**src/sv/swdg_pkg.sv**
```systemverilog
// Package for the wall density-gradient block: sizes, controller states,
// datapath command/status types and saturation helpers.
// No dependencies.
`timescale 1ns / 1ps
`default_nettype none

package swdg_pkg;

    localparam int DIMENSIONS = 3;

    // restoring divider: one quotient bit per cycle, 31-bit quotient
    localparam int DIV_STEPS = 31;
    localparam int CNT_W     = $clog2(DIV_STEPS);

    localparam logic signed [63:0] S32_MAX = 64'sd2147483647;
    localparam logic signed [63:0] S32_MIN = -64'sd2147483648;
    localparam logic signed [63:0] S48_MAX = 64'sd140737488355327;
    localparam logic signed [63:0] S48_MIN = -64'sd140737488355328;
    localparam logic signed [63:0] ONE_Q16 = 64'sd65536;

    typedef enum logic [4:0] {
        S_IDLE,
        S_RE_X, S_RE_Y, S_RE_Z,
        S_DD_X, S_DD_Y, S_DD_Z,
        S_P_X, S_P_Y, S_P_Z,
        S_DOT,
        S_ABS,
        S_DIV_INIT,
        S_DIV,
        S_FACTOR,
        S_MUL_A, S_WB_A,
        S_MUL_B, S_WB_B,
        S_MUL_C, S_WB_C,
        S_T_X, S_T_Y, S_T_Z,
        S_T_WB,
        S_FINISH
    } t_state;

    // multiplier operand selection; the tag also selects the writeback
    typedef enum logic [3:0] {
        MUL_NONE,
        MUL_RE_X, MUL_RE_Y, MUL_RE_Z,
        MUL_DD_X, MUL_DD_Y, MUL_DD_Z,
        MUL_P_X, MUL_P_Y, MUL_P_Z,
        MUL_A, MUL_B, MUL_C,
        MUL_T_X, MUL_T_Y, MUL_T_Z
    } t_mul;

    typedef enum logic [2:0] {
        AUX_NONE,
        AUX_LOAD,
        AUX_ABS,
        AUX_DIV_INIT,
        AUX_DIV_STEP,
        AUX_FACTOR,
        AUX_EMIT
    } t_aux;

    typedef struct packed {
        t_aux aux;
        t_mul mul;
    } t_cmd;

    typedef struct packed {
        logic zero;
        logic last;
        logic out_stall;
    } t_status;

    function automatic logic signed [31:0] sat32(input logic signed [63:0] x);
        logic signed [31:0] res;
        if (x > S32_MAX) begin
            res = S32_MAX[31:0];
        end else if (x < S32_MIN) begin
            res = S32_MIN[31:0];
        end else begin
            res = x[31:0];
        end
        return res;
    endfunction

    function automatic logic signed [47:0] sat48(input logic signed [63:0] x);
        logic signed [47:0] res;
        if (x > S48_MAX) begin
            res = S48_MAX[47:0];
        end else if (x < S48_MIN) begin
            res = S48_MIN[47:0];
        end else begin
            res = x[47:0];
        end
        return res;
    endfunction

endpackage

`default_nettype wire

```
**src/sv/swdg_ctrl.sv**
```systemverilog
// Controller for the wall density-gradient block: sequences the multiplier,
// divider and accumulator steps of one neighbor pair. Uses swdg_pkg.
`timescale 1ns / 1ps
`default_nettype none

module swdg_ctrl
    import swdg_pkg::*;
(
    input  wire logic    i_clk,
    input  wire logic    i_rst_n,
    input  wire logic    i_in_valid,
    output logic         o_in_ready,
    input  wire t_status i_status,
    output t_cmd         o_cmd
);

    t_state             r_state, n_state;
    logic [CNT_W-1:0]   r_cnt, n_cnt;

    always_ff @(posedge i_clk) begin
        if (!i_rst_n) begin
            r_state <= S_IDLE;
            r_cnt   <= '0;
        end else begin
            r_state <= n_state;
            r_cnt   <= n_cnt;
        end
    end

    always_comb begin
        n_state    = r_state;
        n_cnt      = r_cnt;
        o_in_ready = 1'b0;
        o_cmd      = '{aux: AUX_NONE, mul: MUL_NONE};
        unique case (r_state)
            S_IDLE: begin
                o_in_ready = i_rst_n;
                if (i_in_valid && i_rst_n) begin
                    o_cmd.aux = AUX_LOAD;
                    n_state   = S_RE_X;
                end
            end
            S_RE_X: begin
                if (i_status.zero) begin
                    n_state = S_FINISH;
                end else begin
                    o_cmd.mul = MUL_RE_X;
                    n_state   = S_RE_Y;
                end
            end
            S_RE_Y: begin o_cmd.mul = MUL_RE_Y; n_state = S_RE_Z; end
            S_RE_Z: begin o_cmd.mul = MUL_RE_Z; n_state = S_DD_X; end
            S_DD_X: begin o_cmd.mul = MUL_DD_X; n_state = S_DD_Y; end
            S_DD_Y: begin o_cmd.mul = MUL_DD_Y; n_state = S_DD_Z; end
            S_DD_Z: begin o_cmd.mul = MUL_DD_Z; n_state = S_P_X;  end
            S_P_X:  begin o_cmd.mul = MUL_P_X;  n_state = S_P_Y;  end
            S_P_Y:  begin o_cmd.mul = MUL_P_Y;  n_state = S_P_Z;  end
            S_P_Z:  begin o_cmd.mul = MUL_P_Z;  n_state = S_DOT;  end
            S_DOT:  n_state = S_ABS;
            S_ABS: begin
                o_cmd.aux = AUX_ABS;
                n_state   = S_DIV_INIT;
            end
            S_DIV_INIT: begin
                o_cmd.aux = AUX_DIV_INIT;
                n_cnt     = '0;
                n_state   = S_DIV;
            end
            S_DIV: begin
                o_cmd.aux = AUX_DIV_STEP;
                if (r_cnt == CNT_W'(DIV_STEPS - 1)) begin
                    n_state = S_FACTOR;
                end else begin
                    n_cnt = r_cnt + 1'b1;
                end
            end
            S_FACTOR: begin
                o_cmd.aux = AUX_FACTOR;
                n_state   = S_MUL_A;
            end
            S_MUL_A: begin o_cmd.mul = MUL_A; n_state = S_WB_A; end
            S_WB_A:  n_state = S_MUL_B;
            S_MUL_B: begin o_cmd.mul = MUL_B; n_state = S_WB_B; end
            S_WB_B:  n_state = S_MUL_C;
            S_MUL_C: begin o_cmd.mul = MUL_C; n_state = S_WB_C; end
            S_WB_C:  n_state = S_T_X;
            S_T_X:   begin o_cmd.mul = MUL_T_X; n_state = S_T_Y; end
            S_T_Y:   begin o_cmd.mul = MUL_T_Y; n_state = S_T_Z; end
            S_T_Z:   begin o_cmd.mul = MUL_T_Z; n_state = S_T_WB; end
            S_T_WB:  n_state = S_FINISH;
            S_FINISH: begin
                if (!i_status.last) begin
                    n_state = S_IDLE;
                end else if (!i_status.out_stall) begin
                    o_cmd.aux = AUX_EMIT;
                    n_state   = S_IDLE;
                end
            end
            default: n_state = S_IDLE;
        endcase
    end

endmodule

`default_nettype wire

```
**config.mk**
```make
export PLATFORM = sky130hd
export DESIGN_NAME = swdg_ctrl
export DESIGN_NICKNAME = d
export VERILOG_FILES = /design/src/sv/swdg_pkg.sv /design/src/sv/swdg_ctrl.sv
export SDC_FILE = /design/constraint.sdc
export NUM_CORES = 1
export LEC_CHECK = 0
export ABC_AREA = 1
export BUFFER_PORTS_ARGS = -buffer_cell sky130_fd_sc_hd__buf_2
export CORE_MARGIN = 5
export CORE_UTILIZATION = 50
export DETAILED_ROUTE_END_ITERATION = 16
export MAX_ROUTING_LAYER = met4
export PLACE_DENSITY = 0.71
export SLEW_MARGIN = 20
export SYNTH_ARGS = -nofsm -noshare
export SYNTH_HDL_FRONTEND = slang
export SYNTH_SLANG_ARGS = --single-unit
```
**constraint.sdc**
```tcl
create_clock -name i_clk -period 2.6 [get_ports i_clk]
set_input_delay 0.39 -clock i_clk [delete_from_list [all_inputs] [get_ports i_clk]]
set_output_delay 0.39 -clock i_clk [all_outputs]
set_load 0.02 [all_outputs]
```
; Word level (Yosys, flattened, before mapping)
; Index checks and enable logic that the tools add are counted.
[classes]
add_sub_neg = 1
eq_ne = 30
mux = 15
reduce_logical = 5
[ops]
columns = cell, n
row1 = case mux 5 bit (26 select lines), 1
row2 = case mux 4 bit (15 select lines), 1
row3 = == test 5 bit (second input constant), 11
row4 = == test 5 x 4 -> 1 bit (second input constant), 8
row5 = two-way mux 5 bit, 6
row6 = == test 5 x 3 -> 1 bit (second input constant), 4
row7 = case mux 3 bit (6 select lines), 1
row8 = == test 5 x 2 -> 1 bit (second input constant), 2
row9 = case mux 5 bit (2 select lines), 1
row10 = two-way mux 3 bit, 2
row11 = != test 2 bit (second input constant), 3
row12 = adder 5 x 1 -> 5 bit (second input constant), 1
row13 = == test 5 x 1 -> 1 bit (second input constant), 1
row14 = logical NOT 5 bit, 1
row15 = two-way mux 1 bit, 3
row16 = != test 3 bit (second input constant), 1
row17 = AND reduction 3 bit, 1
row18 = AND reduction 2 bit, 1
row19 = nonzero test 2 bit, 1
row20 = logical AND 1 bit, 1
[word_totals]
reg_bits = 10
inputBits = 6
out_inout_bits = 8
wordCells = 53

; Depth between registers and ports, before layout
; Gate-level depths: netlist (run 1).
[depth]
depth_word = 3
mapped_depth = 10
mapped_depth_nobuf = 9

; Least setup slack after synthesis (run 1)
; No wires, ideal clock.
[synth_timing]
path_kind = register to output
startpoint = reg r_state[3]
endpoint = out o_cmd[4] in the netlist's numbering
arrival_ns = 1.403
t_required_ns = 2.210
setup_slack_ns = 0.807
stages_incl_launch_ff = 7
path_cell_list = dfxtp_1 > buf_6 > nor2_1 > nand2_1 > nor2_1 > inv_1 > o21ai_0
[synth_rtl]
columns = element, line
row1 = start: declaration, swdg_ctrl.sv:17  ; t_state r_state, n_state;
row2 = start signal: assignment, swdg_ctrl.sv:25  ; r_state <= n_state;
row3 = end: declaration, swdg_ctrl.sv:14  ; output t_cmd o_cmd

==> impl_metrics.ini, run 1 <==
[outcome]
status = complete, no violations

[pwr]
clkPwrFrac_pct = 16.3
seqPwrFrac_pct = 26.8
power_leakage_nw = 0.559
power.switching_mw = 0.461
pwr-share-comb_pct = 56.9
swShare_pct = 53.0
power_density_mw_per_mm2 = 834
power.internal_mw = 0.409
peakVddDrop_uv = 465
power.total_mw = 0.870

[cts]
clk_pin_slew_ns = 0.07
numCtsBuffers = 3
h-tree-depth = 1
post_cts_buffers = 0
cts_tree = yes
holdBufCountCts = 0
clock_latency_ns = 0.27
cts-root-buf = clkbuf_4
clockBufferDepth = 2
cts_resized = 0
clock_sinks = 10

[critical_path]
path_class = reg2out
required_ns = 2.21
crit_path_end_kind = output pin
critPathLaunchType = flip-flop
crit_path_max_fanout = 15
cp.arrival_ns = 1.86
reg2reg_depth = 8

[yosys]
synth_nets = 174
syn-instance-count = 166
netlist.area_leader.share_pct = 21.5
synth_top_area_cell = dfxtp_1
synth-seq-cells = 10
yosysUniqueCellTypes = 21
synth-seq-area-share_pct = 21.5
ys_top_cells_by_area = dfxtp_1, nand2_1, nand3_1, nor2_1, inv_1
syn_area_um2 = 932
yosysWarningCount = 0
syn_area_per_cell_um2 = 5.62

[place]
routabilityCongestion = 0.970
place_area_mm2 = 0.00101
port_buffers = 13
dp_hpwl_um = 1990

[sta]
relSlewSlack_pct = 69.9
hold_ws_ns = 0.422
finalSetupTns_ns = 0
post-route-period-util_pct = 86.4
finalHoldViolCount = 0
rsz0062_at_grt = false
clock_skew_ns = 0.00656
slew_violations = 0
fin_crit_ns = 2.25
setup_viol = 0
tightestPinTransition_ns = 0.450
max_freq_mhz = 445

[detailed_routing]
wl_um = 2520
ant_nets = 0
dr.pass1.iters = 4
wl_per_cell_um = 12.3
via_count = 1148
drcViolationCount = 0
via_per_inst = 5.60
drt_iter0_markers = 65

[global_routing]
grt_pass1_wl_um = 4200
gr-total-overflow = 0
grt_max_degree = 16
grt_use_total_pct = 20.4
grt_pass1_vias = 961
grt_antenna_before_repair = 0

[die]
die_y_um = 53.2
initial_core_util_pct = 53.4
die_w_um = 53.2
core_area_mm2 = 0.00175
num_io_pins = 14
std_cell_rows = 15
die_area_mm2 = 0.00283

[cells_and_area]
fin_util_pct = 59.8
nFillCells = 187
final_cell_mix = nand2_1, nor2_1, nand3_1
final_common_cell = nand2_1
finish.instance_area_mm2 = 0.00104
drive_gt1_share_pct = 14.4
fin_nets = 189
syn_to_final_growth_pct = 11.9
diodes = 0

[job]
maxCapViolCount = 0

[min_path]
hold_path_class = in2reg
hold_depth = 3
Yosys cell counts:
| library cell | number |
|---|---|
| a21oi_1 | 7 |
| nor2_2 | 2 |
| buf_2 | 2 |
| a31oi_1 | 2 |
| nand2_1 | 48 |
| dfxtp_1 | 10 |
| nor2_1 | 28 |
| inv_1 | 16 |
| o21a_1 | 1 |
| o211ai_1 | 3 |
| o21ai_2 | 1 |
| ha_1 | 2 |
| xor2_1 | 2 |
| inv_2 | 3 |
| nand3_1 | 21 |
| o21ai_0 | 8 |
| nand2_2 | 1 |
| a211oi_1 | 1 |
| nor2_4 | 2 |
| nand4_1 | 5 |
| buf_6 | 1 |
cells by family (layout without fill, tap and decap cells):
group / after synthesis / after routing / synth area share [%]
AO/OA/AOI/OAI: 23 / 23 / 14.4
XOR/XNOR: 2 / 2 / 1.88
adder cells (fa/ha/maj): 2 / 2 / 2.68
buffers and inverters: 22 / 36 / 9.93
flip-flops: 10 / 10 / 21.5
AND/OR/NAND/NOR: 107 / 107 / 49.7
metrics by stage:
| step | setup WS [ns] | instances |
|---|---|---|
| final | 0.353 | 205 |
| after global routing | 0.192 | 205 |
| after CTS | 0.384 | 205 |
| after detailed placement | 0.686 | 201 |
| after global placement | 0.735 | 201 |
| after floorplan | 0.807 | 166 |
power groups by stage:
stage | clock, mW | combinational (mW) | sequential (mW)
6_report | 0.142 | 0.495 | 0.233
4_1_cts | 0.147 | 0.481 | 0.232
2_1_floorplan | 0 | 0.402 | 0.206
5_1_grt | 0.156 | 0.546 | 0.238
3_5_place_dp | 0 | 0.479 | 0.235
3_3_place_gp | 0 | 0.482 | 0.233
worst max-delay path, cell delays in order, from the launching register on:
cell	delay, ns
dfxtp_1	0.60
inv_1	0.28
nand3_1	0.20
o21ai_0	0.12
a211oi_1	0.17
nand2_1	0.06
buf_2	0.16
metal layers:
metal	part of all wire (%)	wire length [um]	global-route usage [%]	vias to the layer above
li1	-	-	-	570
met1	42	1070	27.7	506
met2	44	1110	31.8	68
met3	13	320	4.23	4
met4	1.1	28	2.98	0
met5	0	0	-	-
sequential cells by signal, indices dropped and copies added, names as in the netlist:
register / flops
r_state: 5
r_cnt: 5
final timing paths:
kind | start | end | slack (ns)
max | r_state[4]$_SDFFE_PN0P_ | o_cmd[0] | 0.35
min | i_rst_n | r_state[3]$_SDFFE_PN0P_ | 0.42
max reg2reg | r_state[4]$_SDFFE_PN0P_ | r_cnt[0]$_SDFFE_PN0P_ | 0.77
min reg2reg | r_cnt[4]$_SDFFE_PN0P_ | r_cnt[4]$_SDFFE_PN0P_ | 0.51
cell type report:
cell class                 instances  area [um^2]  share of cell area, %
clock buffer                       4         36.3                   3.48
inverter                          19         71.3                   6.83
multi-input combinational        134          639                   61.3
sequential                        10          200                   19.2
tap                               25         31.3                   3.00
timing repair buffer              13         65.1                   6.24
Power figures use the tool's default switching activity.
==> inputs of run 2 (changes only) <==
ABC_AREA = default   (was 1)
PLACE_DENSITY = 0.72   (was 0.71)
SKIP_CTS_REPAIR_TIMING = 1   (was default)
==> impl_metrics.ini, run 2 <==
[yosys]
yosys-top-cells-count = dfxtp_1, nand2_1, o21ai_0, a21oi_1, nor2_1
yosysWarningCount = 0
synth-seq-area-share_pct = 24.6
netlist.area_leader.share_pct = 24.6
synth-xor-area-share_pct = 5.38
synth_nets = 114
synthFlopType = dfxtp_1
synthAdderAreaFrac_pct = 3.07
syn_area_um2 = 815
synth_mux_area_share_pct = 0
async_flop_share_pct = 0
synth-seq-cells = 10
syn_area_per_cell_um2 = 7.68
synth_edf_count = 0
synth_top_area_cell = dfxtp_1
synthSimpleGateAreaFrac_pct = 33.8
ys_top_cells_by_area = dfxtp_1, o21ai_0, nand2_1, a21oi_1, nand4bb_4
yosysUniqueCellTypes = 42
synth_top_family_by_area = simple AND/OR/NAND/NOR gates
synth_compound_area_share_pct = 28.0
syn-instance-count = 106

[critical_path]
cp.arrival_ns = 1.80
crit_path_end_kind = output pin
r2r-end = r_cnt[1]$_SDFFE_PN0P_
reg2reg_depth = 3
crit_path_max_fanout = 18
critPathLaunchType = flip-flop
required_ns = 2.21
r2r_setup_slack_ns = 1.07
timing.rr.start = r_state[3]$_SDFFE_PN0P_
path_class = reg2out

[die]
initial_core_util_pct = 53.4
die_y_um = 50.4
std_cell_rows = 14
die_area_mm2 = 0.00254
core_area_mm2 = 0.00152
num_io_pins = 14
die_w_um = 50.4

[cells_and_area]
diodes = 0
drive_gt1_share_pct = 19.3
reg_top3 = r_cnt x5, r_state x5
syn_to_final_growth_pct = 13.4
fin_nets = 128
fin_util_pct = 60.6
final_common_cell = buf_2
final_cell_mix = buf_2, nand2_1, dfxtp_1
fin_cells = 135

[place]
routabilityCongestion = 0.771
port_buffers = 13
dp_hpwl_um = 1370
place_inst = 131

[min_path]
hold_path.startpoint = i_rst_n
hold_path_class = in2reg
hold_depth = 2
hold_end = r_state[4]$_SDFFE_PN0P_

[detailed_routing]
via_per_inst = 6.07
drt_iter0_markers = 20
via_count = 819
drcViolationCount = 0
wl_per_cell_um = 14.3
ant_nets = 0
wl_um = 1930
dr.pass1.iters = 4

[cts]
clock_latency_ns = 0.27
clock_sinks = 10
numCtsBuffers = 3
clk_pin_slew_ns = 0.07
clockBufferDepth = 2
h-tree-depth = 1
cts-root-buf = clkbuf_4
cts_tree = yes

[sta]
slew_violations = 0
fin_crit_ns = 2.19
finalHoldViolCount = 0
setup_viol = 0
max_freq_mhz = 456
tightestPinTransition_ns = 0.562
post-route-period-util_pct = 84.4
rsz0062_at_grt = false
relSlewSlack_pct = 62.5
clock_skew_ns = 0.00730
finalSetupTns_ns = 0

[global_routing]
grt_antenna_before_repair = 0
grt_pass1_vias = 713
gr-total-overflow = 0
grt_max_degree = 21
grt_use_total_pct = 17.4
grt_pass1_wl_um = 3350

[job]
maxCapViolCount = 0

[outcome]
status = complete, no violations

[pwr]
peakVddDrop_uv = 441
power_leakage_nw = 0.369
power_density_mw_per_mm2 = 719
run 2: report_power, final:
| group | internal (mW) | total [mW] | switching (mW) |
|---|---|---|---|
| combinational | 0.119 | 0.304 | 0.185 |
| clock | 0.0851 | 0.141 | 0.0562 |
| sequential | 0.172 | 0.219 | 0.0463 |
run 2: cells by family after synthesis:
logic type	after synthesis
buffers and inverters	10
XOR/XNOR	5
AO/OA/AOI/OAI	34
AND/OR/NAND/NOR	45
adder cells (fa/ha/maj)	2
flip-flops	10
run 2: critical path, stage by stage, from the launching register on:
cell     delay (ns)
dfxtp_1        0.68
nor2b_1        0.33
nand2_1        0.10
a21oi_1        0.15
a221o_1        0.11
buf_2          0.15
run 2: cell type report:
class	count	area (um^2)
Tap cell	16	20.0
Clock buffer	4	36.3
Timing Repair Buffer	15	80.1
Fill cell	143	601
Sequential cell	10	200
Inverter	4	15.0
Multi-Input combinational cell	86	572
run 2: worst max-delay path by stage:
stage / startpoint / to / slack (ns) / depth (start not counted)
6_report: r_state[3]$_SDFFE_PN0P_ / o_cmd[3] / 0.41 / 5
5_1_grt: r_state[3]$_SDFFE_PN0P_ / o_cmd[3] / 0.23 / 5
4_1_cts: r_state[3]$_SDFFE_PN0P_ / o_cmd[3] / 0.41 / 5
3_5_place_dp: r_state[3]$_SDFFE_PN0P_ / o_cmd[3] / 0.71 / 5
3_3_place_gp: r_state[3]$_SDFFE_PN0P_ / o_cmd[3] / 0.78 / 5
2_1_floorplan: r_state[0]$_SDFFE_PN0P_ / o_cmd[2] / 0.92 / 6
run 2: per-layer routing:
layer	GRT usage (%)	vias to the layer above	wire (um)	share of wire (%)
met4	3.83	0	25	1.3
met1	23.6	375	963	50
met5	-	-	0	0
met3	6.80	4	112	5.8
met2	24.3	18	828	43
li1	-	422	-	-
run 2: metrics by stage:
stage               total power [mW]  instance area, um^2  hold WS [ns]  setup WS [ns]
floorplan                      0.446                  815         0.464          0.917
global placement               0.521                  887         0.481          0.779
detailed placement             0.524                  887         0.493          0.709
global route                   0.718                  923         0.441          0.225
CTS                            0.667                  923         0.427          0.408
finish                         0.664                  923         0.432          0.407
==> inputs of run 3 (changes only) <==
CORE_UTILIZATION = 48   (was 50)
PLACE_DENSITY = 0.73   (was 0.72)
clock period = 1.8 ns   (was 2.6 ns; I/O delays follow)
==> impl_metrics.ini, run 3 (synthesis results as in run 2) <==
[pwr]
swShare_pct = 42.5
clkPwrFrac_pct = 19.8
power.internal_mw = 0.610
seqPwrFrac_pct = 28.9
pwr-share-comb_pct = 51.3
power_density_mw_per_mm2 = 1060
power_leakage_nw = 0.402
peakVddDrop_uv = 574
power.switching_mw = 0.450

[critical_path]
timing.rr.start = r_state[0]$_SDFFE_PN0P_
crit_path_end_kind = output pin
reg2reg_depth = 5
cp.arrival_ns = 1.46
critPathLaunchType = flip-flop
r2r-end = r_cnt[1]$_SDFFE_PN0P_
path_class = reg2out
r2r_setup_slack_ns = 0.19
crit_path_max_fanout = 5
required_ns = 1.53

[detailed_routing]
drcViolationCount = 0
via_count = 862
dr.pass1.iters = 4
wl_um = 2040
wl_per_cell_um = 14.4
ant_nets = 0
via_per_inst = 6.07
drt_iter0_markers = 16

[place]
place_area_um2 = 917
port_buffers = 13
routabilityCongestion = 0.949
dp_slack_ns = 0.271
dp_hpwl_um = 1470
place_inst = 135

[cells_and_area]
drive_gt1_share_pct = 29.4
fin_nets = 135
final_common_cell = buf_2
nFillCells = 142
final_cell_mix = buf_2, nand2_1, buf_4
syn_to_final_growth_pct = 22.4
fin_util_pct = 64.0
finish.instance_area_um2 = 997
fin_cells = 142
reg_top3 = r_cnt x5, r_state x5
diodes = 0

[die]
die_y_um = 51.2
std_cell_rows = 14
initial_core_util_pct = 52.2
die_w_um = 51.2
num_io_pins = 14
die_area_mm2 = 0.00262
core_area_mm2 = 0.00156

[global_routing]
grt_pass1_wl_um = 3310
grt_max_degree = 16
grt_use_total_pct = 16.9
grt_antenna_before_repair = 0
grt_pass1_vias = 761
gr-total-overflow = 0

[sta]
post-route-period-util_pct = 96.1
setup_viol = 0
finalSetupTns_ns = 0
relSlewSlack_pct = 72.7
slew_violations = 0
tightestPinTransition_ns = 0.407
finalHoldViolCount = 0
clock_skew_ns = 0.00290
fin_ws_ns = 0.0704
max_freq_mhz = 578
fin_crit_ns = 1.73

[cts]
clock_latency_ns = 0.27
clockBufferDepth = 2
cts-root-buf = clkbuf_4
clock_sinks = 10
clk_pin_slew_ns = 0.07
cts_tree = yes
h-tree-depth = 1
numCtsBuffers = 3

[min_path]
hold_depth = 2
hold_path_class = in2reg
hold_path.startpoint = i_rst_n
hold_end = r_state[4]$_SDFFE_PN0P_

[job]
maxCapViolCount = 0

[outcome]
status = complete, no violations
==> run 3: layout make-up <==
type,count,area (um^2),share of cell area (%)
Multi-Input combinational cell,86,582,58.3
Sequential cell,10,204,20.5
Tap cell,16,20.0,2.01
Inverter,4,18.8,1.88
Timing Repair Buffer,22,136,13.7
Clock buffer,4,36.3,3.64
==> run 3: metrics by stage <==
step	hold WS, ns	total power, mW
final	0.316	1.06
after global routing	0.314	1.13
after CTS	0.315	1.00
after detailed placement	0.483	0.792
after global placement	0.480	0.788
after floorplan	0.387	0.644
==> run 3: metal layers <==
metal / part of all wire [%] / wire length [um] / vias up / GRT usage, %
met5: 0 / 0 / - / -
met1: 48 / 985 / 393 / 22.9
li1: - / - / 431 / -
met3: 6.5 / 132 / 4 / 2.91
met2: 44 / 902 / 34 / 24.9
met4: 1.2 / 25 / 0 / 6.73
==> run 3: worst max-delay path by stage <==
stage                                 start        to  depth (start not counted)
global route        r_state[1]$_SDFFE_PN0P_  o_cmd[0]                          5
floorplan           r_state[0]$_SDFFE_PN0P_  o_cmd[2]                          6
detailed placement  r_state[0]$_SDFFE_PN0P_  o_cmd[1]                          5
CTS                 r_state[0]$_SDFFE_PN0P_  o_cmd[1]                          5
global placement    r_state[0]$_SDFFE_PN0P_  o_cmd[1]                          5
finish              r_state[2]$_SDFFE_PN0P_  o_cmd[0]                          5
==> run 3: power by group through the flow <==
stage	Combinational, mW	Sequential [mW]	Clock, mW
floorplan	0.364	0.280	0
global placement	0.493	0.296	0
detailed placement	0.493	0.299	0
CTS	0.499	0.294	0.208
global route	0.588	0.311	0.227
finish	0.544	0.306	0.210
==> run 3: critical path, cell delays in order, from the launching register on <==
cell      delay, ns
dfxtp_2        0.36
nor2_2         0.17
buf_4          0.16
nand3b_1       0.10
o2111a_1       0.24
buf_2          0.15
